<file path="config.mk">
export PLATFORM = sky130hd
export DESIGN_NAME = vtc_fdiv
export DESIGN_NICKNAME = d
export VERILOG_FILES = /design/src/sv/vtc_pkg.sv /design/src/sv/vtc_fdiv.sv
export SDC_FILE = /design/constraint.sdc
export NUM_CORES = 2
export LEC_CHECK = 0
export BUFFER_PORTS_ARGS = -buffer_cell sky130_fd_sc_hd__clkbuf_2
export CORE_ASPECT_RATIO = 0.6
export CORE_MARGIN = 4
export CORE_UTILIZATION = 34
export CTS_BUF_LIST = sky130_fd_sc_hd__clkbuf_4 sky130_fd_sc_hd__clkbuf_8
export DETAILED_ROUTE_END_ITERATION = 8
export GPL_ROUTABILITY_DRIVEN = 0
export SLEW_MARGIN = 15
export SYNTH_ARGS = -nofsm -noshare
export SYNTH_HDL_FRONTEND = slang
export SYNTH_SLANG_ARGS = --single-unit
</file>
<file path="constraint.sdc">
create_clock -name clk -period 14.7 [get_ports clk]
set_input_delay 2.205 -clock clk [delete_from_list [all_inputs] [get_ports clk]]
set_output_delay 2.205 -clock clk [all_outputs]
set_load 0.02 [all_outputs]
</file>
<file path="src/sv/vtc_pkg.sv">
`timescale 1ns / 1ps
package vtc_pkg;

	localparam int MUL_LAT   = 3;
	localparam int ADD_LAT   = 4;
	localparam int DIV_ITER  = 26;
	localparam int DIV_LAT   = DIV_ITER + 2;
	localparam int LANE_LAT  = MUL_LAT + 3 * ADD_LAT;
	localparam int TOTAL_LAT = LANE_LAT + DIV_LAT + 1;

	localparam int NUM_REGS  = 8;
	localparam int REG_IDX_W = 4;

	localparam logic [31:0] CANON_NAN = 32'h7FC0_0000;

	localparam logic [NUM_REGS-1:0][63:0] MAT_RESET = {
		64'h3F80_0000_0000_0000,
		64'h0000_0000_0000_0000,
		64'h0000_0000_3F80_0000,
		64'h0000_0000_0000_0000,
		64'h0000_0000_0000_0000,
		64'h3F80_0000_0000_0000,
		64'h0000_0000_0000_0000,
		64'h0000_0000_3F80_0000
	};

	// unpacked binary32 operand; ee is the effective exponent (1 for subnormals)
	typedef struct packed {
		logic        sign;
		logic [7:0]  ee;
		logic [23:0] man;
		logic        nan;
		logic        inf;
		logic        zero;
	} fp_unp_t;

	// special-case flags carried down a unit's pipeline
	typedef struct packed {
		logic nan;
		logic inf;
		logic zero;
		logic sign;
	} fp_flag_t;

	function automatic fp_unp_t fp_unpack(input logic [31:0] v);
		fp_unp_t u;
		u.sign = v[31];
		u.ee   = (v[30:23] == 8'd0) ? 8'd1 : v[30:23];
		u.man  = {|v[30:23], v[22:0]};
		u.nan  = (&v[30:23]) & (|v[22:0]);
		u.inf  = (&v[30:23]) & ~(|v[22:0]);
		u.zero = ~(|v[30:0]);
		return u;
	endfunction

	function automatic logic [5:0] lzc48(input logic [47:0] v);
		logic [5:0] n;
		n = 6'd48;
		for (int i = 0; i < 48; i++) begin
			if (v[i]) n = 6'(47 - i);
		end
		return n;
	endfunction

	// m: leading one at bit 26, fraction 25:3, guard bit 2, sticky 1:0
	function automatic logic [31:0] round_pack(input logic sign, input logic signed [10:0] ex,
		input logic [26:0] m);
		logic [26:0] sm;
		logic [10:0] sh;
		logic [7:0]  ef;
		logic        inc;
		logic [31:0] res;
		sm = m;
		ef = ex[7:0];
		sh = '0;
		if (ex >= 11'sd255) begin
			res = {sign, 8'hFF, 23'd0};
		end else begin
			if (ex <= 11'sd0) begin
				sh = 11'(11'sd1 - ex);
				ef = '0;
				if (sh > 11'd26) sm = {26'd0, |m};
				else sm = (m >> sh[4:0]) | {26'd0, |(m & ~({27{1'b1}} << sh[4:0]))};
			end
			inc = sm[2] & (sm[3] | sm[1] | sm[0]);
			res = {sign, ef, sm[25:3]} + {31'd0, inc};
		end
		return res;
	endfunction

	function automatic logic [31:0] canon(input logic [31:0] v);
		return ((&v[30:23]) && (|v[22:0])) ? CANON_NAN : v;
	endfunction

endpackage

</file>
<file path="src/sv/vtc_fdiv.sv">
`timescale 1ns / 1ps
module vtc_fdiv (
	input  logic        clk,
	input  logic [31:0] a,
	input  logic [31:0] b,
	output logic [31:0] y
);
	import vtc_pkg::*;

	fp_unp_t ua, ub;
	fp_flag_t flg_c;
	logic [5:0] lza, lzb;
	logic [23:0] mna, mnb;
	logic lt;
	logic signed [10:0] ex_c;

	logic [24:0]          rem_s [0:DIV_ITER];
	logic [23:0]          dvs_s [0:DIV_ITER];
	logic [DIV_ITER-1:0]  quo_s [0:DIV_ITER];
	logic signed [10:0]   exp_s [0:DIV_ITER];
	fp_flag_t             flg_s [0:DIV_ITER];

	assign ua = fp_unpack(a);
	assign ub = fp_unpack(b);

	// normalize subnormal mantissas and pre-scale the dividend
	always_comb begin
		lza  = lzc48({ua.man, 24'd0});
		lzb  = lzc48({ub.man, 24'd0});
		mna  = ua.man << lza;
		mnb  = ub.man << lzb;
		lt   = mna < mnb;
		ex_c = $signed({3'b000, ua.ee}) - $signed({5'b00000, lza})
			- $signed({3'b000, ub.ee}) + $signed({5'b00000, lzb})
			+ 11'sd127 - $signed({10'd0, lt});
		flg_c.nan  = ua.nan | ub.nan | (ua.zero & ub.zero) | (ua.inf & ub.inf);
		flg_c.inf  = ua.inf | ub.zero;
		flg_c.zero = ua.zero | ub.inf;
		flg_c.sign = ua.sign ^ ub.sign;
	end

	always_ff @(posedge clk) begin
		rem_s[0] <= lt ? {mna, 1'b0} : {1'b0, mna};
		dvs_s[0] <= mnb;
		quo_s[0] <= '0;
		exp_s[0] <= ex_c;
		flg_s[0] <= flg_c;
	end

	// one quotient bit per stage
	for (genvar k = 0; k < DIV_ITER; k++) begin : g_step
		logic        ge;
		logic [24:0] rn;
		assign ge = rem_s[k] >= {1'b0, dvs_s[k]};
		assign rn = ge ? (rem_s[k] - {1'b0, dvs_s[k]}) : rem_s[k];
		always_ff @(posedge clk) begin
			rem_s[k+1] <= {rn[23:0], 1'b0};
			dvs_s[k+1] <= dvs_s[k];
			quo_s[k+1] <= {quo_s[k][DIV_ITER-2:0], ge};
			exp_s[k+1] <= exp_s[k];
			flg_s[k+1] <= flg_s[k];
		end
	end

	// round and pack
	always_ff @(posedge clk) begin
		if (flg_s[DIV_ITER].nan) y <= CANON_NAN;
		else if (flg_s[DIV_ITER].inf) y <= {flg_s[DIV_ITER].sign, 8'hFF, 23'd0};
		else if (flg_s[DIV_ITER].zero) y <= {flg_s[DIV_ITER].sign, 31'd0};
		else y <= round_pack(flg_s[DIV_ITER].sign, exp_s[DIV_ITER],
			{quo_s[DIV_ITER], |rem_s[DIV_ITER]});
	end

endmodule

</file>
Word-level counts from Yosys, hierarchy flattened
Memories as Yosys holds them, arrays and structs flattened.
Cells that the tools add are included.

storage, ports and cells
  bits in registers = 32
  bits in writable memories = 2430
  bits of input ports = 65
  output and inout bits = 32
  word-level logic and storage cells = 203
  memories kept = 5

operators by class
  add/subtract/negate cells = 33
  $lt $le $gt $ge = 30
  shifts and indexed selects = 4
  mux-type cells = 91
  bitwise gates (word level) = 22
  reduce and logical (&&, ||, !) cells = 15

memory list
  memory  words  width  rd ports  clocked after memory_dff  write ports  RTL line        RTL
  quo_s   27     26     27        0                         27           vtc_fdiv.sv:19  logic [DIV_ITER-1:0] quo_s [0:DIV_ITER];
  rem_s   27     25     27        0                         27           vtc_fdiv.sv:17  logic [24:0] rem_s [0:DIV_ITER];
  dvs_s   27     24     26        0                         27           vtc_fdiv.sv:18  logic [23:0] dvs_s [0:DIV_ITER];
  exp_s   27     11     27        0                         27           vtc_fdiv.sv:20  logic signed [10:0] exp_s [0:DIV_ITER];
  flg_s   27     4      27        0                         27           vtc_fdiv.sv:21  fp_flag_t flg_s [0:DIV_ITER];

operators with widths
  cell                                               count
  greater-or-equal comparator 25 x 24 -> 1 bit       26
  two-way mux 24 bit                                 26
  subtractor 24 bit                                  26
  two-way mux 6 bit                                  48
  two-way mux 26 bit                                 6
  two-way mux 32 bit                                 3
  OR reduction 31 bit                                2
  two-way mux 8 bit                                  7
  OR reduction 51 bit                                1
  left shift 24 x 6 -> 24 bit                        2
  OR reduction 23 bit                                2
  adder 32 x 1 -> 32 bit                             1
  AND 27 bit                                         1
  inverter 27 bit                                    1
  OR reduction 27 bit                                1
  left shift 27 x 5 -> 27 bit, first input constant  1
  right shift 27 x 5 -> 26 bit                       1
  bitwise OR 26 x 1 -> 26 bit                        1
  two-way mux 25 bit                                 1
  OR reduction 25 bit                                1
  less-than comparator 24 bit                        1
  logical NOT 8 bit                                  2
  AND reduction 8 bit                                2
  OR reduction 8 bit                                 2
  other kinds (15)                                   30

Logic depth before layout (Yosys ltp)
  depth after elaboration = 29
  depth in mapped cells = 38
  gate-level depth less buffers = 33

Least setup slack after synthesis
OpenSTA, ideal clock, no wires.

  path kind = input port to flip-flop
  start = in b[8]
  end = mem exp_s[0][9]
  setup time = 0.070 ns
  arrival time = 8.125 ns
  data required time = 14.630 ns
  path slack = 6.506 ns
  stages = 32
  path buffers = 3
  cells stage by stage = nor2_1 > nor3_1 > a31o_2 > o311ai_1 > clkbuf_1 > mux2i_1 > mux2i_1 > mux2i_1 > o22a_1 > ha_1 > a21o_1 > a21o_1 > a21oi_1 > nor2b_1 > o21ai_0 > nand2b_1 > a21oi_1 > o21ai_0 > a41o_1 > clkbuf_1 > clkbuf_1 > inv_1 > fa_1 > inv_1 > ha_1 > fa_1 > a21o_1 > a21oi_1 > o21bai_1 > a21oi_1 > o21bai_1 > a21oi_1

RTL lines
  element          RTL line        RTL
  start, declared  vtc_fdiv.sv:5   input logic [31:0] b,
  end, declared    vtc_fdiv.sv:20

==> results.md <==
| Stage | Metric | Reported |
| --- | --- | --- |
| critical path | Worst Setup Path Type | primary input to flop |
| routing | # DRC | 0 |
| critical path | CP Capture Type | flop |
| routing | Number of DRC markers in iteration 0 | 5774 |
| global route | First-pass GRT wire length | 337000 um |
| critical path | CP max stage cell | sky130_fd_sc_hd__or3_1 |
| cts | Clock sink count | 2061 |
| timing | Final setup skew | 0.0705 ns |
| routing | Via count | 62800 |
| cells and area | Area occupied by multi-input gates | 40400 um2 |
| yosys | Unique cell type count in the Yosys netlist | 91 |
| flow run | Max-Cap Viols | 0 |
| timing | Min Clock Period, post-route | 9.28 ns |
| global route | Overflow left after global routing | 0 |
| timing | Relative max-transition margin | 0.208 |
| floorplanning | Floorplan die width | 656 um |
| cells and area | FF+latch area | 41300 um2 |
| timing | Fmax | 108 MHz |
| critical path | Cell occurring most often along the worst timing path | sky130_fd_sc_hd__a21oi_1 |
| timing | Aggregate negative setup slack | 0 ns |
| yosys | Async set-or-reset flop fraction in the synthesized netlist | 0 |
| cells and area | Final Instance Count excl. Fillers | 12500 |
| cts | Cell at the root of the clock tree | sky130_fd_sc_hd__clkbuf_8 |
| yosys | Largest cells by area after synthesis | sky130_fd_sc_hd__dfxtp_1 (48%), sky130_fd_sc_hd__ha_1 (9.8%), sky130_fd_sc_hd__inv_1 (4.1%), sky130_fd_sc_hd__a21oi_1 (3.7%), sky130_fd_sc_hd__mux2_2 (3.3%) |
| floorplanning | Area inside the core boundary | 250000 um2 |
| yosys | Count of mapped cells out of synthesis | 8749 |
| yosys | Top flip-flop cell by instance count after synthesis | sky130_fd_sc_hd__dfxtp_1 |
| cells and area | Area growth from synthesis to layout | 12.2% |
| global route | Number of antenna violations at the first check in global routing | 10 |
| routing | Average detailed-routed wire length per instance | 17.4 um |
| global route | Most crowded layer after global routing | met1 |
| yosys | Register area share after synthesis | 0.482 |
| cts | Deepest level of the CTS H-tree | 5 |
| critical path | Data required time of the worst path | 15.50 ns |
| yosys | Cell accounting for the most synthesized area | sky130_fd_sc_hd__dfxtp_1 |
| cts | Number of buffers added to fix hold violations after cts | 0 |
| cells and area | Layout cell share with drive strength beyond 1 | 0.108 |
| yosys | Most numerous cell in the Yosys netlist | sky130_fd_sc_hd__dfxtp_1 |
| floorplanning | Initial core utilization | 0.342 |
| run status | Run status | complete, no violations |
| yosys | Synth cell count leaders | sky130_fd_sc_hd__dfxtp_1 (2061), sky130_fd_sc_hd__inv_1 (926), sky130_fd_sc_hd__ha_1 (672) |
| global route | Global routing usage on met1 | 0.254 |
| global route | Combined global-route utilization of all metal layers | 0.160 |
| cts | Number of clock buffers inserted by TritonCTS | 284 |
| yosys | Mean area per synthesized cell | 9.79 um2 |
| routing | Routed Wire Length | 217000 um |
| cells and area | Fill cells | 24400 |
| floorplanning | Cell row count | 142 |
| placed design | Placed Cells | 12000 |
| global route | Met3 track demand over resource | 0.0440 |
| yosys | YS warnings | 0 |
| power and ir drop | Highest ir drop seen on vdd | 0.121 mV |
| routing | Post-DRT Antenna Nets | 0 |
| yosys | Proportion of netlist area held by the largest area contributor | 0.482 |
| global route | Met2 GRT Util | 0.212 |
| yosys | Flip-flop and latch count after synthesis | 2061 |
| critical path | Stage delay of the slowest cell on the critical path | 0.58 ns |
| cts | Clock latency at the later pin of the worst-skew pair | 0.91 ns |
| routing | Number of iterations in the first detailed-routing pass | 7 |
| cts | TritonCTS clock tree | done |
| critical path | Arrival time reported for the critical path endpoint | 10.08 ns |
| floorplanning | IO Count | 97 |
| cts | Cells resized by post-CTS repair | 0 |
| timing | Final clock period utilization by the worst path | 0.631 |
| yosys | Synth Cell Area | 85700 um2 |
| cts | Post CTS Setup Buffer Count | 0 |
| critical path | Startpoint of the worst register-to-register path | exp_s[1][111] |
| timing | Final-report hold violation count | 0 |
| power and ir drop | Lkg Pwr | 43.7 nW |
| floorplanning | Height of the die | 397 um |
| timing | Final setup vio count | 0 |
| routing | Average vias per placed instance | 5.02 |
| placed design | HPWL after detailed placement | 168000 um |
| cts | Worst-path clk slew | 0.07 ns |
| min path | Worst hold path startpoint | exp_s[0][164] |
| global route | Number of global-route vias before repair | 59700 |
| yosys | Total nets after synthesis | 9521 |
| yosys | Number of enable flip-flop cells after synthesis | 0 |
| cells and area | NumNets Final | 9758 |
| critical path | Startpoint kind of the worst setup timing path | primary input |
| cts | Largest buffer count on any clock path | 4 |
| floorplanning | Die area | 260000 um2 |
| critical path | Highest net fanout along the worst path | 29 |
| critical path | Launch point of the critical path | a[28] |
| min path | Path category of the worst min-delay check | flop to flop |
| timing | Measured slew at the worst slew-check pin | 1.17 ns |
| global route | Largest net degree at the start of global routing | 49 |
| placed design | IO buf count | 96 |
| timing | Unrepaired setup endpoints after global routing | false |
| power and ir drop | Power density of the placed cells | 249 nW/um2 |
| timing | Max-slew violation count | 0 |
[power by group]
part           switching, mW  internal, mW
Combinational           6.03          4.50
Sequential              1.13          7.58
Clock                   2.12          2.59
Total                   9.28          14.7
[cells by family after synthesis]
family,Yosys count,synth area share
AOI/OAI and AO/OA,2030,0.148
xor gates and xnor gates,494,0.0505
adders and majority gates,708,0.106
buffers and inverters,1108,0.0489
DFF,2061,0.482
muxes,409,0.0552
other,1,0.0000438
and+or+nand+nor,1938,0.109
[state kept, by name, summed over array words and instances, names as in the netlist]
signal and flops:
dvs_s 624, exp_s 297, flg_s 108, quo_s 351, rem_s 649, y 32
[worst paths after layout]
kind	endpoint	slack (ns)	depth (start not counted)
setup / recovery	exp_s[0][9]	5.42	33
hold reg to reg	exp_s[0][175]	0.30	0
setup reg to reg	y[30]	8.08	16
hold / removal	exp_s[0][175]	0.30	0
[final cells by class]
type,instances,area share
multi-input cells,5580,0.420
diodes,2,0.0000521
flip-flops and latches,2061,0.429
well taps,3312,0.0431
clock buffers,416,0.0553
repair buffers,129,0.00786
inverters,930,0.0363
clock inverters,67,0.00806
[critical path: cells and delay by family]
family	cells	cell delay [ns]
AOI/OAI and AO/OA	16	3.40
and+or+nand+nor	6	1.75
adders and majority gates	4	1.17
buffers and inverters	6	1.14
muxes	1	0.40
[cell usage in the layout (no fill, tap or decap), drive strengths merged, types with 38 or more instances in the layout]
cell type / count
mux2i: 128
nor2b: 88
a21oi: 638
dfxtp: 2061
nand2b: 122
nor3: 195
xnor2: 299
o21a: 84
a211oi: 61
a21o: 199
nand3: 125
and3: 71
nor4: 51
o21bai: 87
nand4: 98
ha: 672
clkbuf: 512
nand2: 504
a21boi: 52
inv: 933
or3: 48
xor2: 195
a31oi: 48
o31ai: 73
and2: 41
clkinv: 38
nor2: 512
mux2: 256
o21ai: 498
[per-stage QoR]
step | total power, mW | worst slack, ns | hold WS, ns | util | instance area [um2]
after floorplan | 16.2 | 6.51 | 0.310 | - | 85700
after global placement | 18.8 | 4.61 | 0.310 | 0.360 | 90000
after detailed placement | 19.0 | 4.55 | 0.312 | 0.360 | 90000
after CTS | 23.9 | 5.53 | 0.296 | 0.384 | 96100
after global routing | 25.6 | 4.98 | 0.300 | 0.384 | 96100
final | 24.0 | 5.42 | 0.301 | 0.384 | 96100
[routing by layer]
metal | share of wire | wire length (um)
met1 | 0.52 | 113000
met2 | 0.37 | 80400
met3 | 0.097 | 21000
met4 | 0.014 | 2950
met5 | 0.00028 | 60
No activity file was read; power rests on OpenSTA's default activity.
